--- config.mk ---
export PLATFORM = sky130hd
export DESIGN_NAME = sarm_div_cell
export DESIGN_NICKNAME = d
export VERILOG_FILES = /design/src/hw/rtl/sarm_pkg.sv /design/src/hw/rtl/sarm_div_cell.sv
export SDC_FILE = /design/constraint.sdc
export NUM_CORES = 1
export LEC_CHECK = 0
export BUFFER_PORTS_ARGS = -buffer_cell sky130_fd_sc_hd__buf_2
export CAP_MARGIN = 20
export CORE_MARGIN = 3
export CORE_UTILIZATION = 30
export CTS_CLUSTER_SIZE = 30
export DETAILED_ROUTE_END_ITERATION = 12
export GPL_TIMING_DRIVEN = 0
export PLACE_DENSITY_LB_ADDON = 0.1
export SLEW_MARGIN = 20
export SYNTH_ARGS = -nofsm -noshare
export SYNTH_HDL_FRONTEND = slang
export SYNTH_SLANG_ARGS = --single-unit
--- constraint.sdc ---
create_clock -name clk -period 4 [get_ports clk]
set_input_delay 0.6 -clock clk [delete_from_list [all_inputs] [get_ports clk]]
set_output_delay 0.6 -clock clk [all_outputs]
set_load 0.02 [all_outputs]
--- src/hw/rtl/sarm_pkg.sv ---
// Shared types, constants and arithmetic helpers for the spin axis rotation matrix unit.
// Used by the division cell, turn prep, CORDIC cell and the top level. No dependencies.
package sarm_pkg;

	localparam int CORDIC_STAGES = 24;
	localparam int SHIFT_W       = 5;
	localparam int TIME_W        = 56;
	localparam int NUM_W         = 93;   // 61-bit 24*t followed by 32 fraction bits
	localparam int DIV_STEPS     = NUM_W;
	localparam int REM_W         = 48;
	localparam int TURN_W        = 32;
	localparam int XY_W          = 34;
	localparam int Z_W           = 33;
	localparam int Q_W           = 32;
	localparam int CFG_IDX_W     = 3;
	localparam int CFG_DATA_W    = 32;
	localparam int LAT           = 100 + CORDIC_STAGES;
	localparam int ANG_W         = 26;
	localparam int ANG_PROD_W    = 55;
	localparam int RECIP_SHIFT   = 33;

	// degrees to turn: u * 8192 / 45 = 182 * u + (2 * u) / 45
	localparam logic [TURN_W-1:0]        DEG_TURN_WHOLE = 32'd182;
	localparam logic [27:0]              RECIP_45    = 28'd190887436;
	localparam logic signed [XY_W-1:0]   CORDIC_GAIN = 34'sd652032874;
	localparam logic [30:0]              HALF_PI_Q30 = 31'd1686629713;
	localparam logic signed [Q_W-1:0]    ONE_Q30     = 32'sd1073741824;
	localparam logic signed [26:0]       COLAT_BASE  = 27'sd29491200;

	typedef enum logic [CFG_IDX_W-1:0] {
		REG_POLE_LAT = 3'd0,
		REG_POLE_LON = 3'd1,
		REG_PERIOD   = 3'd2,
		REG_PHASE0   = 3'd3
	} cfg_reg_t;

	typedef enum logic [1:0] {
		QUAD_0   = 2'd0,
		QUAD_90  = 2'd1,
		QUAD_180 = 2'd2,
		QUAD_270 = 2'd3
	} quad_t;

	typedef struct packed {
		logic [REM_W-1:0]  rem;
		logic [NUM_W-1:0]  num;
		logic [TURN_W-1:0] quo;
	} div_word_t;

	typedef struct packed {
		logic signed [XY_W-1:0] x;
		logic signed [XY_W-1:0] y;
		logic signed [Z_W-1:0]  z;
		quad_t                  quad;
	} cordic_vec_t;

	// arctangent of 2^-i, Q2.30 radians
	function automatic logic signed [Z_W-1:0] atan_q30(input logic [SHIFT_W-1:0] idx);
		logic signed [Z_W-1:0] a;
		case (idx)
			5'd0:  a = 33'sh3243F6A8;
			5'd1:  a = 33'sh1DAC6705;
			5'd2:  a = 33'sh0FADBAFC;
			5'd3:  a = 33'sh07F56EA6;
			5'd4:  a = 33'sh03FEAB76;
			5'd5:  a = 33'sh01FFD55B;
			5'd6:  a = 33'sh00FFFAAA;
			5'd7:  a = 33'sh007FFF55;
			5'd8:  a = 33'sh003FFFEA;
			5'd9:  a = 33'sh001FFFFD;
			5'd10: a = 33'sh000FFFFF;
			5'd11: a = 33'sh0007FFFF;
			5'd12: a = 33'sh0003FFFF;
			5'd13: a = 33'sh0001FFFF;
			5'd14: a = 33'sh0000FFFF;
			5'd15: a = 33'sh00007FFF;
			5'd16: a = 33'sh00003FFF;
			5'd17: a = 33'sh00001FFF;
			5'd18: a = 33'sh00000FFF;
			5'd19: a = 33'sh000007FF;
			5'd20: a = 33'sh000003FF;
			5'd21: a = 33'sh000001FF;
			5'd22: a = 33'sh000000FF;
			5'd23: a = 33'sh0000007F;
			5'd24: a = 33'sh0000003F;
			5'd25: a = 33'sh0000001F;
			5'd26: a = 33'sh0000000F;
			5'd27: a = 33'sh00000008;
			5'd28: a = 33'sh00000004;
			5'd29: a = 33'sh00000002;
			5'd30: a = 33'sh00000001;
			default: a = '0;
		endcase
		return a;
	endfunction

	// Q1.30 product, rounded with ties upward
	function automatic logic signed [Q_W-1:0] qmul(input logic signed [Q_W-1:0] a,
			input logic signed [Q_W-1:0] b);
		logic signed [63:0] p;
		p = a * b;
		p = p + 64'sd536870912;
		return Q_W'(p >>> 30);
	endfunction

	function automatic logic signed [Q_W-1:0] clamp_sum(input logic signed [Q_W:0] v);
		logic signed [Q_W-1:0] r;
		if (v > 33'sd1073741824)
			r = ONE_Q30;
		else if (v < -33'sd1073741824)
			r = -ONE_Q30;
		else
			r = Q_W'(v);
		return r;
	endfunction

	function automatic logic signed [Q_W-1:0] clamp_xy(input logic signed [XY_W-1:0] v);
		logic signed [Q_W-1:0] r;
		if (v > 34'sd1073741824)
			r = ONE_Q30;
		else if (v < -34'sd1073741824)
			r = -ONE_Q30;
		else
			r = Q_W'(v);
		return r;
	endfunction

endpackage

--- src/hw/rtl/sarm_div_cell.sv ---
// One restoring division step: shift in the next dividend bit, subtract if it fits.
// Depends on sarm_pkg for the word layout.
module sarm_div_cell import sarm_pkg::*; (
	input  logic             clk,
	input  logic [REM_W-1:0] dvsr,
	input  div_word_t        word_i,
	output div_word_t        word_o
);

	logic [REM_W:0] trial;
	logic [REM_W:0] diff;
	logic           take;
	div_word_t      word_q;

	always_comb begin
		trial = {word_i.rem, word_i.num[NUM_W-1]};
		diff  = trial - {1'b0, dvsr};
		take  = (trial >= {1'b0, dvsr});
	end

	always_ff @(posedge clk) begin
		word_q.rem <= take ? diff[REM_W-1:0] : trial[REM_W-1:0];
		word_q.num <= {word_i.num[NUM_W-2:0], 1'b0};
		word_q.quo <= {word_i.quo[TURN_W-2:0], take};
	end

	assign word_o = word_q;

endmodule

After elaboration in Yosys (flattened, before gate mapping)
Index checks and enable logic that the tools add are counted.
{"block": "op_classes", "addsub": 1, "magnitude_cmp": 1, "muxes": 1}
{"operator": "$ge A49 B48 Y1", "count": 1}
{"operator": "$mux W48", "count": 1}
{"operator": "$sub A48 B48 Y48", "count": 1}
{"block": "totals", "reg_bits": 172, "input_bits": 222, "word_cells": 6}

Depth between registers and ports, before layout
Gate-level depths: netlist of the first run.
{"block": "logic_depth", "ltp_word": 2, "ltp_mapped": 14, "ltp_nobuf": 12}

Least setup slack after synthesis of the first run
No wires, ideal clock.
{"block": "synth_timing", "path_type": "input-to-reg", "from": "input port dvsr[10]", "to": "register word_q (netlist bit word_o[154])", "setup_time_ps": 121, "arrival_ps": 3168, "setup_slack_ps": 710, "stages": 13, "path_buffers": 2, "cell_sequence": "inv_1 -> ha_1 -> a21o_1 -> a21oi_1 -> o22ai_1 -> nor4_2 -> nor2_1 -> a32o_1 -> o31a_1 -> a31o_1 -> buf_6 -> buf_6 -> mux2_4"}
{"block": "synth_via", "elab_chain_cells": 2, "elab_cells_between_ends": 3, "classes_between": "add/sub (1); order compare (1); mux (1)"}
{"element": "start: declaration", "line_no": "sarm_div_cell.sv:5", "text": "input logic [REM_W-1:0] dvsr,"}
{"element": "$sub A48 B48 Y48 / $ge A49 B48 Y1 (equally long branches)", "line_no": "sarm_div_cell.sv:17, sarm_div_cell.sv:18"}
{"element": "$mux W48 *", "line_no": "sarm_div_cell.sv:22", "text": "word_q.rem <= take ? diff[REM_W-1:0] : trial[REM_W-1:0];"}
{"element": "end: declaration", "line_no": "sarm_div_cell.sv:13", "text": "div_word_t word_q;"}
Every way passes the cells marked *; elsewhere a longest branch is shown, timed or not.

Final worst setup path of the first run
{"block": "layout_timing", "from": "input port word_i[124] (netlist bit)", "to": "register word_q (netlist bit word_o[167])"}
{"block": "layout_via", "elab_chain_cells": 2, "elab_cells_between_ends": 3, "classes_between": "add/sub (1); order compare (1); mux (1)"}
{"element": "start: declaration", "line_no": "sarm_div_cell.sv:6", "text": "input div_word_t word_i,"}
{"element": "$sub A48 B48 Y48 / $ge A49 B48 Y1 (equally long branches)", "line_no": "sarm_div_cell.sv:17, sarm_div_cell.sv:18"}
{"element": "$mux W48 *", "line_no": "sarm_div_cell.sv:22"}
Marks and branches as above.

==> results of run 1 <==
## through the flow
| step | utilization (%) | TNS, ps |
|---|---|---|
| 3_3_place_gp | 41.2 | -1650 |
| 5_1_grt | 44.0 | 0 |
| 4_1_cts | 44.0 | 0 |
| 3_5_place_dp | 41.2 | -1190 |
| 6_report | 44.0 | 0 |
| 2_1_floorplan | - | 0 |
## metal layers
metal / wire, um / part of all wire (%) / GRT usage [%]
met1: 11000 / 43 / 24.0
met2: 12600 / 50 / 33.8
met3: 1560 / 6.1 / 5.24
met4: 182 / 0.71 / 4.14
met5: 27 / 0.11 / 0
## critical path, cell delays in order
cell	delay, ps
buf_2	80
inv_1	50
ha_1	210
fa_1	400
nor2b_1	170
o31a_1	180
nor3_1	70
o21ai_1	550
a31oi_1	350
o311ai_1	710
a31oi_1	210
xnor2_1	170
mux2_4	260
## report_power, final
| group | total [uW] | leakage [uW] | switching, uW | internal, uW |
|---|---|---|---|---|
| Sequential | 1920 | 0.00145 | 38.5 | 1880 |
| Clock | 1770 | 0.000306 | 895 | 873 |
| Combinational | 1210 | 0.00341 | 705 | 502 |
| Total | 4900 | 0.00517 | 1640 | 3260 |
## worst max-delay path by stage
stage	startpoint	endpoint	slack (ps)	cells after the start
after floorplan	dvsr[10]	word_o[154]	710	13
after global placement	dvsr[3]	word_o[148]	-120	13
after detailed placement	word_i[127]	word_o[148]	-100	12
after CTS	dvsr[3]	word_o[148]	350	13
after global routing	word_i[124]	word_o[167]	120	13
final	word_i[124]	word_o[167]	300	13
## synthesized netlist by cell type (all sizes together), types with 10 or more instances
master	number	area [sq um]
dfxtp	172	3440
inv	70	263
a21oi	55	279
ha	48	601
mux2	43	541
nand2	32	120
nor2	30	113
o21ai	28	140
xnor2	26	228
a21o	22	165
nor3	17	85.1
nand3	13	65.1
nand4	11	68.8
and3	10	62.6
clkbuf	10	37.5
o21bai	10	75.1
xor2	10	87.6
## layout make-up
| type | count | area [sq um] |
|---|---|---|
| flip-flops and latches | 172 | 3440 |
| repair buffers | 392 | 1960 |
| multi-input cells | 446 | 3350 |
| well taps | 313 | 392 |
| fillers | 2330 | 12900 |
| clock inverters | 15 | 213 |
| inverters | 70 | 263 |
| plain buffers | 17 | 93.8 |
| clock buffers | 17 | 425 |
## kinds of logic after synthesis
group | synth area share (%)
compound gates | 15.7
flops | 48.2
simple gates | 9.71
buf+inv | 4.99
fa+ha+maj | 8.68
mux | 8.26
xor+xnor | 4.41
other cells | 0.0525
==> results.cfg, run 1 <==
[place]
place_hpwl_um = 21200
io_buffers = 392
preCtsSetupSlack_ps = -99.2
dp.cells = 1410
gp_congestion = 0.855
placed_area_sq_um = 9500

[finish]
diodes = 0
largest_reg_flops = 172
final_cell_mix = buf_2, dfxtp_1, inv_1, a21oi_1, ha_1
final_common_cell = buf_2
fin_cells = 1442
layout.nets = 1387
drive_above_1_share_pct = 42.8
synthToLayoutAreaGrowth_pct = 41.8
final_cell_area_sq_um = 10100

[route]
drc_errors = 0
postRouteAntennaNets = 0
first_iter_violations = 296
via_per_inst = 4.58
via_count = 6602
wl_per_cell_um = 17.7
routed_wl_um = 25500
first_pass_iters = 5

[logic_synthesis]
netlist_area_sq_um = 7150
ys_ff_latch = 172
avgSynthCellArea_sq_um = 10.1
yosysSeqAreaShare_pct = 48.2
netlist_instances = 705
synth_nets = 976
postSynth.asyncResetShare_pct = 0
yosys_most_used_dff = dfxtp_1
ys_types = 60
yosysWarnings = 0
synth_edf_count = 0

[clock_tree]
hold_buffers = 0
cts-root-buf = clkbuf_16
post-cts-setup-buffers = 0
cts_tree = built
cts_resized = 0
cts_buffers = 17
cts_buffer_depth = 2
cts.clk_slew.worst_paths_ps = 90
cts.sinks = 172
h-tree-depth = 4

[setup_path]
crit_path_max_fanout = 5
crit_path_end_kind = register
worstPathRequired_ps = 4320
cp-start-kind = input pin
worstPathArrival_ps = 4020
path_class = in -> reg

[global_routing]
grt_pass1_vias = 6660
grt_util_all_layers_pct = 19.4
grt_pass1_wl_um = 38700
antenna_found_initial = 2
grt_max_degree = 22
gr-total-overflow = 0

[timing]
hold_viol_final = 0
setup_viol = 0
rsz0062_at_grt = no
slew_violations = 0
layout_setup_ws_ps = 301
fin_crit_sh_pct = 92.5
hold-worst-slack_ps = 252
finalCriticalPeriod_ps = 3700
relSlewSlack_pct = 53.7
worst_slew_pin_slew_ps = 684
max_freq_ghz = 0.270

[power]
p_leak_uw = 0.00517
power_per_cell_area_nw_per_um2 = 483
ir_worst_vdd_uv = 212
power_uw = 4900

[floorplanning]
initial_core_util_pct = 31.0
ios = 395
design.core.area_sq_um = 23100
fp-row-count = 55
dieWidth_um = 160
die_area_sq_um = 25700
die_h_um = 160

[run]
maxCapViolCount = 0

[hold_path]
hold_path_startpoint = word_i[79]
holdPathEnd = word_o[80]
hold_depth = 1
hold_class = in -> reg

[run_status]
outcome = complete, no violations
Note: power is estimated with default switching activity, not from simulation.
==> run 2, diff against run 1 <==
Settings changed: RECOVER_POWER from default to 100.
==> run 2 against run 1 <==
  * Critical path type unchanged
  * Via count fell by 0.35%
  * Count of clock-buffer cells in the layout unchanged
  * Core utilization fell by 1.2 points
  * Critical endpoint is now word_o[148]
  * Sequential share of layout area increased by 0.92 points
  * First-iteration DRC count fell by 0.34%
  * Largest cell class unchanged
==> results.cfg, run 2 (synthesis gave the netlist of run 1 again) <==
[place]
preCtsSetupSlack_ps = -99.2
placed_area_sq_um = 9500
dp.cells = 1410
io_buffers = 392
place_hpwl_um = 21200
gp_congestion = 0.855

[global_routing]
grt_pass1_wl_um = 38700
antenna_found_initial = 2
gr-total-overflow = 0
grt_pass1_vias = 6660
grt_util_all_layers_pct = 19.4
grt_max_degree = 22

[clock_tree]
post-cts-setup-buffers = 0
cts_tree = built
h-tree-depth = 4
cts-root-buf = clkbuf_16
cts.sinks = 172
cts.clk_slew.worst_paths_ps = 90
hold_buffers = 0
cts_buffers = 17
cts_resized = 0
cts_buffer_depth = 2

[finish]
fin_cells = 1442
regArea_sq_um = 3440
synthToLayoutAreaGrowth_pct = 38.1
final_cell_area_sq_um = 9870
largest_reg_flops = 172
final_cell_mix = buf_2, clkbuf_1, dfxtp_1, inv_1, a21oi_1
multi_input_area_sq_um = 3300
final_common_cell = buf_2
diodes = 0
drive_above_1_share_pct = 26.0
nFillCells = 2430
layout.nets = 1387

[setup_path]
slowest_delay_ps = 760
cp-start-kind = input pin
crit_slowest_cell = a2111oi_0
worst_path_dominant_cell_family = compound AO/OA/AOI/OAI gates
crit_path_max_fanout = 10
worstPathArrival_ps = 4080
crit_buf_inv = 3
path_class = in -> reg
cp_cell_sequence = buf_2 -> inv_1 -> ha_1 -> and3_1 -> o21ai_1 -> a2111oi_0 -> nor4_2 -> nor2_1 -> a32o_1 -> o31a_1 -> a31o_1 -> buf_2 -> mux2_2
path_common_cell = buf_2
worstPathRequired_ps = 4300
crit_path_end_kind = register

[power]
ir_worst_vdd_uv = 211
p_leak_uw = 0.00463
power_per_cell_area_nw_per_um2 = 489
power_uw = 4830

[floorplanning]
design.core.area_sq_um = 23100
fp-row-count = 55
die_area_sq_um = 25700
die_h_um = 160
dieWidth_um = 160
ios = 395
initial_core_util_pct = 31.0

[timing]
layout_setup_ws_ps = 229
worst_slew_pin_slew_ps = 829
setup_viol = 0
relSlewSlack_pct = 43.3
finalCriticalPeriod_ps = 3770
fin_crit_sh_pct = 94.3
rsz0062_at_grt = no
hold_viol_final = 0
slew_violations = 0
max_freq_ghz = 0.265

[route]
postRouteAntennaNets = 0
via_per_inst = 4.56
first_pass_iters = 7
via_count = 6579
first_iter_violations = 295
drc_errors = 0
wl_per_cell_um = 17.8
routed_wl_um = 25600

[run]
maxCapViolCount = 0

[hold_path]
holdPathEnd = word_o[80]
hold_path_startpoint = word_i[79]
hold_depth = 1
hold_class = in -> reg

[run_status]
outcome = complete, no violations
-- run 2: cell type report --
type | instances | share of cell area [%]
Tap cell | 313 | 3.97
Multi-Input combinational cell | 446 | 33.5
Clock inverter | 15 | 2.15
Clock buffer | 17 | 4.31
Inverter | 70 | 2.66
Buffer | 17 | 0.950
Sequential cell | 172 | 34.9
Timing Repair Buffer | 392 | 17.6
-- run 2: metal layers --
layer | up-vias | routed length (um) | track usage (%)
met4 | 4 | 157 | 4.14
met1 | 3001 | 11200 | 24.0
met3 | 14 | 1640 | 5.24
li1 | 3304 | - | -
met2 | 256 | 12700 | 33.8
met5 | - | 27 | 0
-- run 2: worst max-delay path by stage --
stage                      startpoint     endpoint  cells past startpoint
after floorplan              dvsr[10]  word_o[154]                     13
after global placement        dvsr[3]  word_o[148]                     13
after detailed placement  word_i[127]  word_o[148]                     12
after CTS                     dvsr[3]  word_o[148]                     13
after global routing          dvsr[3]  word_o[166]                     14
final                         dvsr[3]  word_o[148]                     13
-- run 2: per-stage QoR --
step,hold WS (ps),TNS (ps),utilization [%]
2_1_floorplan,628,0,-
3_3_place_gp,703,-1650,41.2
6_report,256,0,42.8
3_5_place_dp,704,-1190,41.2
4_1_cts,232,0,44.0
5_1_grt,230,0,42.8
-- run 2: where the power goes --
part	internal, uW	leakage (uW)	total, uW	switching (uW)
combinational	433	0.00287	1140	704
sequential	1880	0.00145	1930	43.8
clock	874	0.000306	1770	893
==> run 3, diff against run 2 <==
Settings changed: BUFFER_PORTS_ARGS -buffer_cell sky130_fd_sc_hd__buf_2 to default, CORE_AREA from default to 3 3 151 153, CORE_MARGIN 3 to default, CORE_UTILIZATION 30 to default, DIE_AREA from default to 0 0 154 156, DONT_BUFFER_PORTS from default to 1.
==> run 3 against run 2 <==
  * Global-route usage is 0.98 points lower
  * Worst hold slack worse by 70 ps
  * Highest routed layer unchanged
  * Count of clock-buffer cells in the layout stayed put
  * First-iteration DRC count fell by 9.8%
  * Routed wire length down 8.1%
  * Non-clock buffer count is 392 lower
==> results.cfg, run 3 (synthesis gave the netlist of run 1 again) <==
[run_status]
outcome = complete, no violations

[global_routing]
gr-total-overflow = 0
grt_pass1_vias = 5349
antenna_found_initial = 4
grt_pass1_wl_um = 33400
grt_max_degree = 21
grt_util_all_layers_pct = 18.4

[finish]
drive_above_1_share_pct = 11.4
layout.nets = 995
fin_cells = 1017
final_common_cell = dfxtp_1
largest_reg_flops = 172
final_cell_mix = dfxtp_1, inv_1, a21oi_1, ha_1, nand2_1
fin_util_pct = 37.4
synthToLayoutAreaGrowth_pct = 13.5
nFillCells = 2149
diodes = 0

[hold_path]
hold_class = in -> reg
hold_path_startpoint = word_i[115]
hold_depth = 0
holdPathEnd = word_o[116]

[clock_tree]
cts_tree = built
cts_buffer_depth = 2
post-cts-setup-buffers = 0
cts_buffers = 17
cts-root-buf = clkbuf_16
cts_resized = 0
hold_buffers = 0
cts.sinks = 172
cts.clk_slew.worst_paths_ps = 80
h-tree-depth = 4

[setup_path]
cp-start-kind = input pin
worstPathArrival_ps = 4050
worstPathRequired_ps = 4310
path_class = in -> reg
crit_path_end_kind = register
crit_path_max_fanout = 10

[place]
place_hpwl_um = 19400
io_buffers = 0
dp.cells = 985
gp_congestion = 0.845
preCtsSetupSlack_ps = -78.8

[floorplanning]
dieWidth_um = 154
die_area_sq_um = 24000
initial_core_util_pct = 33.0
design.core.area_sq_um = 21700
ios = 395
die_h_um = 156
fp-row-count = 54

[timing]
worst_slew_pin_slew_ps = 618
rsz0062_at_grt = no
setup_viol = 0
slew_violations = 0
fin_crit_sh_pct = 93.4
hold_viol_final = 0
layout_setup_ws_ps = 264
max_freq_ghz = 0.268
relSlewSlack_pct = 58.5
finalCriticalPeriod_ps = 3740

[route]
first_pass_iters = 5
routed_wl_um = 23600
via_per_inst = 5.18
drc_errors = 0
first_iter_violations = 266
via_count = 5273
wl_per_cell_um = 23.2
postRouteAntennaNets = 0

[power]
p_leak_uw = 0.00360
ir_worst_vdd_uv = 233
power_per_cell_area_nw_per_um2 = 570

[run]
maxCapViolCount = 0
run 3: layout make-up:
class                           count  area (sq um)  area share [%]
Sequential cell                   172          3440            42.4
Multi-Input combinational cell    446          3320            41.0
Clock buffer                       17           425            5.24
Tap cell                          280           350            4.32
Inverter                           70           263            3.24
Clock inverter                     15           215            2.65
Buffer                             17          90.1            1.11
run 3: how the worst max path moves through the flow:
stage | start | endpoint | cells after the start
2_1_floorplan | dvsr[10] | word_o[154] | 13
3_3_place_gp | dvsr[3] | word_o[165] | 13
3_5_place_dp | dvsr[3] | word_o[169] | 13
4_1_cts | dvsr[3] | word_o[166] | 13
5_1_grt | dvsr[3] | word_o[160] | 13
6_report | dvsr[3] | word_o[160] | 13
run 3: worst max-delay path: stages:
cell,delay [ps]
inv_1,20
ha_1,350
and3_1,230
o21ai_1,160
a2111oi_1,580
nor4_1,190
nor2_1,310
a32o_1,320
o31a_1,230
a31o_1,230
buf_6,190
clkbuf_4,290
mux2_4,320
run 3: through the flow:
| step | cell area [sq um] | total power, uW | setup TNS, ps | hold WS, ps |
|---|---|---|---|---|
| global placement | 7500 | 2930 | -475 | 628 |
| finish | 8110 | 4620 | 0 | 186 |
| global route | 8110 | 4840 | 0 | 159 |
| floorplan | 7150 | 2730 | 0 | 628 |
| detailed placement | 7500 | 2930 | -1480 | 628 |
| CTS | 8140 | 4700 | 0 | 162 |
run 3: metal layers:
metal | global-route usage (%) | part of all wire, % | wire length, um | vias to the layer above
met3 | 7.43 | 8.7 | 2060 | 31
met1 | 22.5 | 42 | 9840 | 2449
li1 | - | - | - | 2521
met5 | 0 | 0.17 | 40 | -
met2 | 30.1 | 48 | 11200 | 266
met4 | 5.17 | 1.6 | 384 | 6
run 3: where the power goes:
| part | switching (uW) | internal [uW] | leakage, uW |
|---|---|---|---|
| combinational | 375 | 307 | 0.00185 |
| sequential | 308 | 1890 | 0.00145 |
| clock | 825 | 921 | 0.000308 |
| total | 1510 | 3110 | 0.00360 |
